`src/hw/rtl/assert_macros.svh`:
```
// Clocked assertion helpers; the enclosing module provides clock and reset.
`ifndef ASSERT_MACROS_SVH
`define ASSERT_MACROS_SVH

// Same-cycle implication.
`define ESM_ASSERT_IMP(label, ante, cons) \
   label: assert property (@(posedge clock) disable iff (reset) (ante) |-> (cons)) \
      else $error("same-cycle check failed");

// Next-cycle implication.
`define ESM_ASSERT_NXT(label, ante, cons) \
   label: assert property (@(posedge clock) disable iff (reset) (ante) |=> (cons)) \
      else $error("next-cycle check failed");

`endif

```
`src/hw/rtl/esm_pkg.sv`:
```
`default_nettype none

package esm_pkg;

   localparam int MUL_W      = 32;
   localparam int PROD_W     = 2 * MUL_W;
   localparam int DVS_W      = 48;
   localparam int NUM_W      = 70;
   localparam int QUO_W      = 32;
   localparam int DIV_STEPS  = QUO_W;
   localparam int STEP_CNT_W = $clog2(DIV_STEPS);

   // 2*pi*1e6 in Q23.16
   localparam logic [38:0] TWO_PI_1E6_Q16 = 39'd411774832291;
   localparam logic [31:0] K_LO = TWO_PI_1E6_Q16[31:0];
   localparam logic [6:0]  K_HI = TWO_PI_1E6_Q16[38:32];

   localparam logic [31:0] SPEED_NEG_LIMIT = 32'h8000_0000;
   localparam logic [31:0] SPEED_POS_LIMIT = 32'h7FFF_FFFF;
   localparam logic [31:0] COUNT_STEP_UP   = 32'd1;
   localparam logic [31:0] COUNT_STEP_DOWN = 32'hFFFF_FFFF;

   localparam logic OP_PULSE   = 1'b0;
   localparam logic OP_REQUEST = 1'b1;

   typedef enum logic [2:0] {
      CSR_COUNT_DOWN     = 3'd0,
      CSR_COUNT_MODE     = 3'd1,
      CSR_PULSES_PER_REV = 3'd2,
      CSR_INTERVAL_US    = 3'd3,
      CSR_TIMEOUT_US     = 3'd4,
      CSR_MAX_SPEED      = 3'd5
   } csr_index_type;

   typedef enum logic [3:0] {
      ST_IDLE,
      ST_MUL_D,
      ST_MUL_LO,
      ST_MUL_HI,
      ST_SUM,
      ST_CHECK,
      ST_DIV,
      ST_RESULT,
      ST_FINISH
   } state_type;

   typedef struct packed {
      logic             start;
      logic [DVS_W-1:0] num_hi;
      logic [QUO_W-1:0] num_lo;
      logic [DVS_W-1:0] divisor;
   } div_ctl_type;

   typedef struct packed {
      logic busy;
      logic done;
   } div_sts_type;

endpackage

`default_nettype wire

```
`src/hw/rtl/encoder_speed_meter_top.sv`:
```
// Sequencing: a pulse transaction goes from idle to FINISH, which registers its response.
// A speed request uses the shared 32x32 multiplier in MUL_D, MUL_LO and MUL_HI, then runs SUM
// and CHECK, the 32 divider steps and the done strobe, then RESULT and FINISH to form and
// register the response; when the answer is zero or clamped without dividing, CHECK goes
// straight to RESULT. One transaction at a time; the 32-step restoring divider dominates a request.
// Reset (synchronous, active high): registers take their defaults, counters and times clear.
`default_nettype none
`include "assert_macros.svh"

module encoder_speed_meter_top (
   input  wire logic               clock,
   input  wire logic               reset,
   input  wire logic               req_valid,
   output logic                    req_ready,
   input  wire logic               req_op,
   input  wire logic        [31:0] req_timestamp_us,
   output logic                    rsp_valid,
   input  wire logic               rsp_ready,
   output logic signed      [31:0] rsp_speed,
   output logic signed      [31:0] rsp_pulse_count,
   output logic                    rsp_speed_valid,
   input  wire logic               csr_valid,
   output logic                    csr_ready,
   input  wire logic        [2:0]  csr_index,
   input  wire logic        [31:0] csr_data
);
   import esm_pkg::*;

   state_type state_ff, state_in;

   logic        count_down_ff, count_down_in;
   logic        count_mode_ff, count_mode_in;
   logic [15:0] ppr_ff, ppr_in;
   logic [23:0] interval_ff, interval_in;
   logic [31:0] timeout_ff, timeout_in;
   logic [30:0] max_speed_ff, max_speed_in;

   logic [31:0] counter_ff, counter_in;
   logic [31:0] snap_ff, snap_in;
   logic [31:0] last_ff, last_in;
   logic [31:0] prev_ff, prev_in;

   logic             op_ff, op_in;
   logic             neg_ff, neg_in;
   logic [31:0]      mag_ff, mag_in;
   logic             skip_ff, skip_in;
   logic             ovf_ff, ovf_in;
   logic [DVS_W-1:0] divisor_ff, divisor_in;
   logic [NUM_W-1:0] num_ff, num_in;
   logic [31:0]      speed_ff, speed_in;

   logic        rsp_valid_ff, rsp_valid_in;
   logic [31:0] rsp_speed_ff, rsp_speed_in;
   logic [31:0] rsp_count_ff, rsp_count_in;
   logic        rsp_sv_ff, rsp_sv_in;

   logic [MUL_W-1:0]  mul_a, mul_b;
   logic [PROD_W-1:0] prod;
   div_ctl_type       div_ctl;
   div_sts_type       div_sts;
   logic [QUO_W-1:0]  quotient;

   logic [31:0] dt;
   logic [31:0] diff;
   logic [31:0] cap;
   logic        dz;

   esm_mul_unit u_mul (
      .clock (clock),
      .mul_a (mul_a),
      .mul_b (mul_b),
      .prod  (prod)
   );

   esm_div_unit u_div (
      .clock    (clock),
      .reset    (reset),
      .ctl      (div_ctl),
      .sts      (div_sts),
      .quotient (quotient)
   );

   // configuration writes
   always_comb begin
      count_down_in = count_down_ff;
      count_mode_in = count_mode_ff;
      ppr_in        = ppr_ff;
      interval_in   = interval_ff;
      timeout_in    = timeout_ff;
      max_speed_in  = max_speed_ff;
      if (csr_valid) begin
         unique case (csr_index)
            CSR_COUNT_DOWN:     count_down_in = csr_data[0];
            CSR_COUNT_MODE:     count_mode_in = csr_data[0];
            CSR_PULSES_PER_REV: ppr_in        = csr_data[15:0];
            CSR_INTERVAL_US:    interval_in   = csr_data[23:0];
            CSR_TIMEOUT_US:     timeout_in    = csr_data;
            CSR_MAX_SPEED:      max_speed_in  = csr_data[30:0];
            default: ;
         endcase
      end
   end

   // sequencer
   always_comb begin
      state_in     = state_ff;
      counter_in   = counter_ff;
      snap_in      = snap_ff;
      last_in      = last_ff;
      prev_in      = prev_ff;
      op_in        = op_ff;
      neg_in       = neg_ff;
      mag_in       = mag_ff;
      skip_in      = skip_ff;
      ovf_in       = ovf_ff;
      divisor_in   = divisor_ff;
      num_in       = num_ff;
      speed_in     = speed_ff;
      rsp_valid_in = rsp_valid_ff;
      rsp_speed_in = rsp_speed_ff;
      rsp_count_in = rsp_count_ff;
      rsp_sv_in    = rsp_sv_ff;
      mul_a        = '0;
      mul_b        = '0;
      dt           = last_ff - prev_ff;
      diff         = counter_ff - snap_ff;
      cap          = '0;
      dz           = (divisor_ff == '0);
      div_ctl.start   = 1'b0;
      div_ctl.num_hi  = DVS_W'(num_ff[NUM_W-1:QUO_W]);
      div_ctl.num_lo  = num_ff[QUO_W-1:0];
      div_ctl.divisor = divisor_ff;
      req_ready    = (state_ff == ST_IDLE);

      if (rsp_valid_ff && rsp_ready) begin
         rsp_valid_in = 1'b0;
      end

      unique case (state_ff)
         ST_IDLE: begin
            if (req_valid) begin
               op_in = req_op;
               if (req_op == OP_PULSE) begin
                  prev_in    = last_ff;
                  last_in    = req_timestamp_us;
                  counter_in = counter_ff + (count_down_ff ? COUNT_STEP_DOWN : COUNT_STEP_UP);
                  speed_in   = '0;
                  state_in   = ST_FINISH;
               end else begin
                  if (count_mode_ff) begin
                     neg_in  = diff[31];
                     mag_in  = diff[31] ? (32'd0 - diff) : diff;
                     skip_in = 1'b0;
                     snap_in = counter_ff;
                  end else begin
                     neg_in  = 1'b0;
                     mag_in  = 32'd1;
                     skip_in = (dt == '0) || (dt > timeout_ff);
                  end
                  state_in = ST_MUL_D;
               end
            end
         end
         ST_MUL_D: begin
            mul_a    = MUL_W'(ppr_ff);
            mul_b    = count_mode_ff ? MUL_W'(interval_ff) : dt;
            state_in = ST_MUL_LO;
         end
         ST_MUL_LO: begin
            mul_a      = K_LO;
            mul_b      = mag_ff;
            divisor_in = prod[DVS_W-1:0];
            state_in   = ST_MUL_HI;
         end
         ST_MUL_HI: begin
            mul_a    = MUL_W'(K_HI);
            mul_b    = mag_ff;
            num_in   = NUM_W'(prod);
            state_in = ST_SUM;
         end
         ST_SUM: begin
            num_in   = num_ff + {prod[NUM_W-QUO_W-1:0], {QUO_W{1'b0}}};
            state_in = ST_CHECK;
         end
         ST_CHECK: begin
            // quotient of 2^32 or more is past every clamp
            ovf_in  = (DVS_W'(num_ff[NUM_W-1:QUO_W]) >= divisor_ff);
            skip_in = skip_ff || dz;
            if (skip_ff || dz || ovf_in) begin
               state_in = ST_RESULT;
            end else begin
               div_ctl.start = 1'b1;
               state_in      = ST_DIV;
            end
         end
         ST_DIV: begin
            if (div_sts.done) begin
               state_in = ST_RESULT;
            end
         end
         ST_RESULT: begin
            if (count_mode_ff) begin
               if (ovf_ff || (quotient > SPEED_NEG_LIMIT)) begin
                  cap = SPEED_NEG_LIMIT;
               end else begin
                  cap = quotient;
               end
               priority if (skip_ff) begin
                  speed_in = '0;
               end else if (neg_ff) begin
                  speed_in = 32'd0 - cap;
               end else if (cap[31]) begin
                  speed_in = SPEED_POS_LIMIT;
               end else begin
                  speed_in = cap;
               end
            end else begin
               priority if (skip_ff) begin
                  speed_in = '0;
               end else if (ovf_ff || (quotient > {1'b0, max_speed_ff})) begin
                  speed_in = {1'b0, max_speed_ff};
               end else begin
                  speed_in = quotient;
               end
            end
            state_in = ST_FINISH;
         end
         ST_FINISH: begin
            if (!rsp_valid_ff || rsp_ready) begin
               rsp_valid_in = 1'b1;
               rsp_speed_in = speed_ff;
               rsp_count_in = counter_ff;
               rsp_sv_in    = op_ff;
               state_in     = ST_IDLE;
            end
         end
         default: state_in = ST_IDLE;
      endcase
   end

   always_ff @(posedge clock) begin
      if (reset) begin
         state_ff      <= ST_IDLE;
         count_down_ff <= 1'b0;
         count_mode_ff <= 1'b0;
         ppr_ff        <= 16'd20;
         interval_ff   <= 24'd10000;
         timeout_ff    <= 32'd100000;
         max_speed_ff  <= 31'd6553600;
         counter_ff    <= '0;
         snap_ff       <= '0;
         last_ff       <= '0;
         prev_ff       <= '0;
         rsp_valid_ff  <= 1'b0;
      end else begin
         state_ff      <= state_in;
         count_down_ff <= count_down_in;
         count_mode_ff <= count_mode_in;
         ppr_ff        <= ppr_in;
         interval_ff   <= interval_in;
         timeout_ff    <= timeout_in;
         max_speed_ff  <= max_speed_in;
         counter_ff    <= counter_in;
         snap_ff       <= snap_in;
         last_ff       <= last_in;
         prev_ff       <= prev_in;
         rsp_valid_ff  <= rsp_valid_in;
      end
   end

   always_ff @(posedge clock) begin
      op_ff        <= op_in;
      neg_ff       <= neg_in;
      mag_ff       <= mag_in;
      skip_ff      <= skip_in;
      ovf_ff       <= ovf_in;
      divisor_ff   <= divisor_in;
      num_ff       <= num_in;
      speed_ff     <= speed_in;
      rsp_speed_ff <= rsp_speed_in;
      rsp_count_ff <= rsp_count_in;
      rsp_sv_ff    <= rsp_sv_in;
   end

   assign csr_ready       = 1'b1;
   assign rsp_valid       = rsp_valid_ff;
   assign rsp_speed       = rsp_speed_ff;
   assign rsp_pulse_count = rsp_count_ff;
   assign rsp_speed_valid = rsp_sv_ff;

   `ESM_ASSERT_NXT(a_pulse_step, req_valid && req_ready && (req_op == OP_PULSE),
      counter_ff == $past(counter_ff) + ($past(count_down_ff) ? COUNT_STEP_DOWN : COUNT_STEP_UP))
   `ESM_ASSERT_IMP(a_pulse_zero_speed, rsp_valid && !rsp_speed_valid, rsp_speed == 32'sd0)
   `ESM_ASSERT_IMP(a_div_busy_state, div_sts.busy, state_ff == ST_DIV)

endmodule

`default_nettype wire

```
`src/hw/rtl/esm_mul_unit.sv`:
```
`default_nettype none

module esm_mul_unit (
   input  wire logic                       clock,
   input  wire logic [esm_pkg::MUL_W-1:0]  mul_a,
   input  wire logic [esm_pkg::MUL_W-1:0]  mul_b,
   output logic      [esm_pkg::PROD_W-1:0] prod
);
   import esm_pkg::*;

   logic [PROD_W-1:0] prod_ff, prod_in;

   always_comb begin
      prod_in = PROD_W'(mul_a) * PROD_W'(mul_b);
   end

   always_ff @(posedge clock) begin
      prod_ff <= prod_in;
   end

   assign prod = prod_ff;

endmodule

`default_nettype wire

```
`src/hw/rtl/esm_div_unit.sv`:
```
`default_nettype none

// Restoring divider, one quotient bit per cycle. The caller guarantees num_hi < divisor,
// so the quotient fits in QUO_W bits.
module esm_div_unit (
   input  wire logic                      clock,
   input  wire logic                      reset,
   input  wire esm_pkg::div_ctl_type      ctl,
   output esm_pkg::div_sts_type           sts,
   output logic      [esm_pkg::QUO_W-1:0] quotient
);
   import esm_pkg::*;

   logic [DVS_W-1:0]      rem_ff, rem_in;
   logic [DVS_W-1:0]      dvs_ff, dvs_in;
   logic [QUO_W-1:0]      quo_ff, quo_in;
   logic [STEP_CNT_W-1:0] cnt_ff, cnt_in;
   logic                  busy_ff, busy_in;
   logic                  done_ff, done_in;
   logic [DVS_W:0]        trial;

   always_comb begin
      rem_in  = rem_ff;
      dvs_in  = dvs_ff;
      quo_in  = quo_ff;
      cnt_in  = cnt_ff;
      busy_in = busy_ff;
      done_in = 1'b0;
      trial   = {rem_ff, quo_ff[QUO_W-1]} - {1'b0, dvs_ff};
      if (ctl.start) begin
         rem_in  = ctl.num_hi;
         quo_in  = ctl.num_lo;
         dvs_in  = ctl.divisor;
         cnt_in  = '0;
         busy_in = 1'b1;
      end else if (busy_ff) begin
         // partial remainder stays below the divisor, so its top bit is clear
         if (!trial[DVS_W]) begin
            rem_in = trial[DVS_W-1:0];
         end else begin
            rem_in = {rem_ff[DVS_W-2:0], quo_ff[QUO_W-1]};
         end
         quo_in = {quo_ff[QUO_W-2:0], ~trial[DVS_W]};
         cnt_in = cnt_ff + STEP_CNT_W'(1);
         if (cnt_ff == STEP_CNT_W'(DIV_STEPS - 1)) begin
            busy_in = 1'b0;
            done_in = 1'b1;
         end
      end
   end

   always_ff @(posedge clock) begin
      if (reset) begin
         cnt_ff  <= '0;
         busy_ff <= 1'b0;
         done_ff <= 1'b0;
      end else begin
         cnt_ff  <= cnt_in;
         busy_ff <= busy_in;
         done_ff <= done_in;
      end
   end

   always_ff @(posedge clock) begin
      rem_ff <= rem_in;
      dvs_ff <= dvs_in;
      quo_ff <= quo_in;
   end

   assign sts.busy = busy_ff;
   assign sts.done = done_ff;
   assign quotient = quo_ff;

endmodule

`default_nettype wire
```
`config.mk`:
```
export PLATFORM = sky130hd
export DESIGN_NAME = encoder_speed_meter_top
export DESIGN_NICKNAME = d
export VERILOG_FILES = /design/src/hw/rtl/esm_pkg.sv /design/src/hw/rtl/encoder_speed_meter_top.sv /design/src/hw/rtl/esm_mul_unit.sv /design/src/hw/rtl/esm_div_unit.sv
export VERILOG_INCLUDE_DIRS = /design/src /design/src/hw/rtl
export SDC_FILE = /design/constraint.sdc
export NUM_CORES = 2
export LEC_CHECK = 0
export BUFFER_PORTS_ARGS = -buffer_cell sky130_fd_sc_hd__buf_2
export CAP_MARGIN = 0
export CORE_UTILIZATION = 58
export DETAILED_ROUTE_END_ITERATION = 7
export GPL_ROUTABILITY_DRIVEN = 0
export MAX_ROUTING_LAYER = met4
export PLACE_DENSITY = 0.76
export SYNTH_ARGS = -nofsm -noshare
export SYNTH_HDL_FRONTEND = slang
export SYNTH_SLANG_ARGS = --single-unit
```
`constraint.sdc`:
```
create_clock -name clock -period 12.4 [get_ports clock]
set_input_delay 1.24 -clock clock [delete_from_list [all_inputs] [get_ports clock]]
set_output_delay 1.24 -clock clock [all_outputs]
set_load 0.02 [all_outputs]
```
; Yosys cells after proc, flatten, opt, wreduce, memory -nomap -nowiden
; Index checks and enable logic that the tools add are counted.
[op_classes]
add_sub_neg = 8
n_mul = 1
magnitude_cmp = 4
eq_ne = 19
n_mux = 42
bitwise = 3
n_reduce_logical = 34
[op_table]
columns = operator, count
row1 = 32-bit 2-to-1 mux, 14
row2 = 70-bit one-hot mux with 2 select lines, 1
row3 = 32-bit one-hot mux with 2 select lines, 2
row4 = 32-bit one-hot mux with 3 select lines, 1
row5 = 38-bit 2-to-1 mux, 2
row6 = 70-bit adder, 1
row7 = 32-bit by 32-bit multiplier with 64-bit output, 1
row8 = 1-bit by 32-bit subtractor with 32-bit output (first input constant), 2
row9 = 32-bit subtractor, 2
row10 = 31-bit 2-to-1 mux, 2
row11 = 49-bit by 48-bit subtractor with 49-bit output, 1
row12 = 38-bit by 48-bit >= comparator with 1-bit output, 1
row13 = 48-bit logical NOT, 1
row14 = 48-bit 2-to-1 mux, 1
row15 = 4-bit one-hot mux with 9 select lines, 1
row16 = 32-bit adder, 1
row17 = 32-bit by 31-bit > comparator with 1-bit output, 1
row18 = 32-bit > comparator, 1
row19 = 32-bit > comparator (second input constant), 1
row20 = 32-bit logical NOT, 1
row21 = 2-bit AND reduction, 9
row22 = 4-bit by 3-bit equality test with 1-bit output (second input constant), 4
row23 = 4-bit 2-to-1 mux, 4
row24 = 3-bit AND reduction, 5
row25 = 22 further kinds, 51
[word_totals]
regBits = 688
inputBits = 73
output_inout_bits = 68
wordCells = 143

; Logic depth before layout (Yosys ltp)
[logic_depth]
word_depth = 10
depth_mapped = 45
depth_no_buf = 43

; Hierarchy
; From an unflattened synthesis, not the netlist that was laid out.
[hier_totals]
cells_unflattened = 7962
area_unflattened_um2 = 73182.7
[by_module_without_submodules]
columns = module, instances, cells_per_inst, area_per_inst_um2, seq_area_each_um2
row1 = esm_mul_unit, 1, 3761, 34848.4, 1281.2
row2 = encoder_speed_meter_top, 1, 3409, 29784.8, 12301.8
row3 = esm_div_unit, 1, 792, 8549.4, 3983.8

; Worst setup path before layout
; No wires, ideal clock.
[synth_path]
kind = register to register
start = register state_ff[1]
end = register u_mul.prod_ff[63], in the netlist u_mul.prod[63]
setup_time_ps = 86
arrival_ps = 10671
t_required_ps = 12314
path_slack_ps = 1643
path_stages_with_launch = 35
n_path_buf = 4
synth_period_minus_slack_ps = 10757
cell_sequence = dfxtp_1 -> clkbuf_1 -> nor3b_1 -> nand2b_1 -> clkinv_1 -> clkbuf_1 -> clkbuf_1 -> nand2_1 -> fa_1 -> inv_1 -> fa_1 -> inv_1 -> fa_1 -> fa_1 -> fa_1 -> inv_1 -> fa_1 -> fa_1 -> inv_1 -> fa_1 -> inv_1 -> ha_1 -> clkbuf_1 -> a21o_1 -> a21o_1 -> a21o_1 -> a221o_1 -> a21oi_1 -> o21bai_1 -> a31oi_1 -> o311ai_0 -> a21oi_1 -> o21ai_1 -> o2111a_1 -> a211oi_1
[synth_between]
elab_chain_cells = 4
elab_cells_between_ends = 7
classes_between = 1 x mul / 3 x eq/ne / 2 x mux / 1 x reduce/logical
[synth_lines]
columns = item, line
row1 = "start, declared", encoder_speed_meter_top.sv:29  ; state_type state_ff, state_in;
row2 = "start signal, assigned", encoder_speed_meter_top.sv:256  ; state_ff <= state_in;
row3 = 4-bit by 2-bit equality test with 1-bit output, encoder_speed_meter_top.sv:139  ; unique case (state_ff)
row4 = 2-bit OR reduction (no line), n/a
row5 = 32-bit one-hot mux with 2 select lines, encoder_speed_meter_top.sv:139
row6 = 32-bit by 32-bit multiplier with 64-bit output (*), esm_mul_unit.sv:14  ; prod_in = PROD_W'(mul_a) * PROD_W'(mul_b);
row7 = net u_mul.prod_in[63], esm_mul_unit.sv:11  ; logic [PROD_W-1:0] prod_ff, prod_in;
row8 = "end signal, assigned", esm_mul_unit.sv:18  ; prod_ff <= prod_in;
row9 = "end, declared", esm_mul_unit.sv:11
; The timed path passes the listed nets; every way through them passes the cells marked *.
; A chain may end at the register's enable or synchronous reset.

; Worst setup path in the final report
[layout_path]
start = register state_ff[0]
end = register u_mul.prod_ff[63], in the netlist u_mul.prod[63]
; Same word-level chain as after synthesis.

==> flow_summary.yaml <==
run_status:
  status: "completed"
yosys:
  syn_area_per_cell_sq_um: 9.08
  synthArstFlopShare_pct: 0
  ys_warn_count: 0
  yosys-top-cells-area: "fa_1, edfxtp_1, ha_1, dfxtp_1, inv_1"
  synth-edff-count: 369
  synth_seq_cells: 688
  ys_types: 88
  syn-instance-count: 7142
  yosysTopAreaCell: "fa_1"
  synthesis.nets: 8542
  syn_area_sq_um: 64900
  synth-seq-area-share_pct: 26.9
  yosys.area.top_type_share_pct: 21.9
  synth_flop_cell: "edfxtp_1"
floorplan:
  core.rowCount: 122
  core-area_sq_um: 111000
  die_area_sq_um: 113000
  die_w_um: 336
  start_util_pct: 58.5
  die_h_um: 336
  ioPinCount: 141
timing:
  finalClockSkew_ns: 0.0331
  rsz0062_at_grt: "no"
  setup_tns_ns: 0
  worst_slew_pin_slew_ns: 1.29
  finalCriticalPeriod_ns: 11.45
  finalSetupViolations: 0
  fin_crit_sh_pct: 92.3
  slew_viol_final: 0
  fmax_ghz: 0.0874
  relSlewSlack_pct: 13.2
  hold_violations: 0
global_routing:
  grt_pass1_wl_mm: 284
  grt_overflow: 0
  antenna_found_initial: 3
  grt_max_degree: 102
  grt_pass1_vias: 52076
  grt_usage_pct: 33.1
placement:
  portBuffers: 139
  dp.cells: 8556
  dpl_cell_area_sq_um: 67000
  dp_hpwl_mm: 139
cells_and_area:
  syn2layout_area_growth_pct: 7.24
  final_common_cell: "inv_1"
  layout_common_cells: "inv_1, nand2_1, fa_1"
  final_cells: 8699
  fin_area_sq_um: 69600
  layout-drive-gt1-share_pct: 5.83
  finalNetCount: 8546
worst_setup_path:
  cp_slowest_cell: "and2_0"
  crit_fanout: 16
  critPathLaunchType: "register"
  worst_ep_required_time_ns: 12.98
  cp.arrival_ns: 12.02
  crit_family: "adder cells"
  path_buf_inv: 4
  crit_top_cell: "fa_1"
  slowest_delay_ns: 1.06
  critical_path_class: "register to register"
  end_kind: "register"
worst_hold_path:
  min_path_type: "register to register"
route:
  vias_per_cell: 5.91
  drtIter0Drc: 4965
  drt-pass1-iter-count: 8
  via_count: 51443
  wl_per_cell_um: 20.4
  drcViolationCount: 0
  final_antenna_net_count: 0
  wirelength_mm: 177
clock_tree:
  clkTransAtPathRegs_ns: 0.06
  cts_setup_buffers: 0
  cts_hold_buf: 0
  clock-sinks: 688
  htreeDepth: 3
  cts_buffer_depth: 3
  clk_latency_ns: 0.66
  cts_tree: "done"
  numCtsBuffers: 76
  ctsResizeCount: 0
  cts_root_buffer: "clkbuf_16"
job:
  max-cap-violations: 0
power_and_ir_drop:
  ir_drop_mv: 0.106
  cellPowerDensity_nw_per_um2: 102
  power.leakage_nw: 32.7
## registers in the layout (all words and copies together), names as in the netlist, 48 cells and up
signal	count
u_div.rem_ff	48
u_mul.prod	64
num_ff	70
divisor_ff	48
u_div.dvs_ff	48
## cells by family (layout without fill, tap and decap cells)
| group | count (synthesis) | in the layout | share of synthesized area (%) |
|---|---|---|---|
| AND/OR/NAND/NOR | 2064 | 2064 | 13.9 |
| XOR/XNOR | 257 | 257 | 3.47 |
| multiplexers | 70 | 70 | 1.15 |
| flip-flops | 688 | 688 | 26.9 |
| AO/OA/AOI/OAI | 1344 | 1344 | 12.7 |
| other | 1 | 5 | 0.00578 |
| buffers and inverters | 1391 | 1456 | 8.09 |
| adder cells (fa/ha/maj) | 1327 | 1327 | 33.8 |
## metal layers
layer	track usage, %	vias up	routed length [um]
met4	18.1	0	11000
met2	50.8	2443	79800
met3	6.20	607	15900
li1	-	23530	-
met5	-	-	0
met1	41.5	24863	70700
## synthesized netlist by cell type (all sizes together), types with 13 or more instances
| master | n |
|---|---|
| edfxtp | 369 |
| nor2b | 44 |
| a21o | 166 |
| xnor2 | 151 |
| o21ai | 255 |
| a22oi | 13 |
| inv | 1111 |
| mux2 | 35 |
| nor2 | 516 |
| nor3 | 78 |
| a31oi | 62 |
| a311oi | 13 |
| dfxtp | 319 |
| and3 | 30 |
| nand3 | 79 |
| nand2 | 1011 |
| fa | 708 |
| ha | 619 |
| xor2 | 106 |
| o21a | 45 |
| nand4 | 57 |
| mux2i | 35 |
| o211ai | 30 |
| a21oi | 535 |
| nand2b | 76 |
| buf | 25 |
| nor4 | 27 |
| o21bai | 29 |
| or2 | 15 |
| or3 | 28 |
| and2 | 67 |
| a211oi | 50 |
| o31ai | 27 |
| clkbuf | 254 |
## final timing paths
path / from / to / slack [ns] / depth (start not counted)
worst max-delay path: state_ff[0] / u_mul.prod[63] / 0.95 / 27
worst min-delay path: speed_ff[25] / rsp_speed[25] / 0.42 / 0
worst max register to register: state_ff[0] / u_mul.prod[63] / 0.95 / 27
worst min register to register: speed_ff[25] / rsp_speed[25] / 0.42 / 0
## where the power goes
group	internal (mW)	switching, mW	total (mW)
Clock	1.36	0.970	2.33
Sequential	2.55	0.154	2.70
Combinational	0.734	1.30	2.04
Total	4.65	2.43	7.08
## through the flow
stage               utilization, %  power, mW  hold slack [ns]  worst slack [ns]
finish                        62.8       7.08            0.419             0.955
global route                  62.8       7.39            0.423             0.278
CTS                           62.8       7.05            0.419              1.16
detailed placement            60.4       4.71            0.405              1.26
global placement              60.4       4.66            0.401              1.49
floorplan                        -       4.06            0.400              1.64
## final cells by class
cell class                      count  area [sq um]
Fill cell                        9036         41300
Sequential cell                   688         17500
Clock inverter                     32           382
Antenna cell                        4          10.0
Tap cell                         1488          1860
Clock buffer                      107          2210
Inverter                         1112          4180
Timing Repair Buffer              205          1200
Multi-Input combinational cell   5063         42200
No activity file was read; power rests on OpenSTA's default activity.
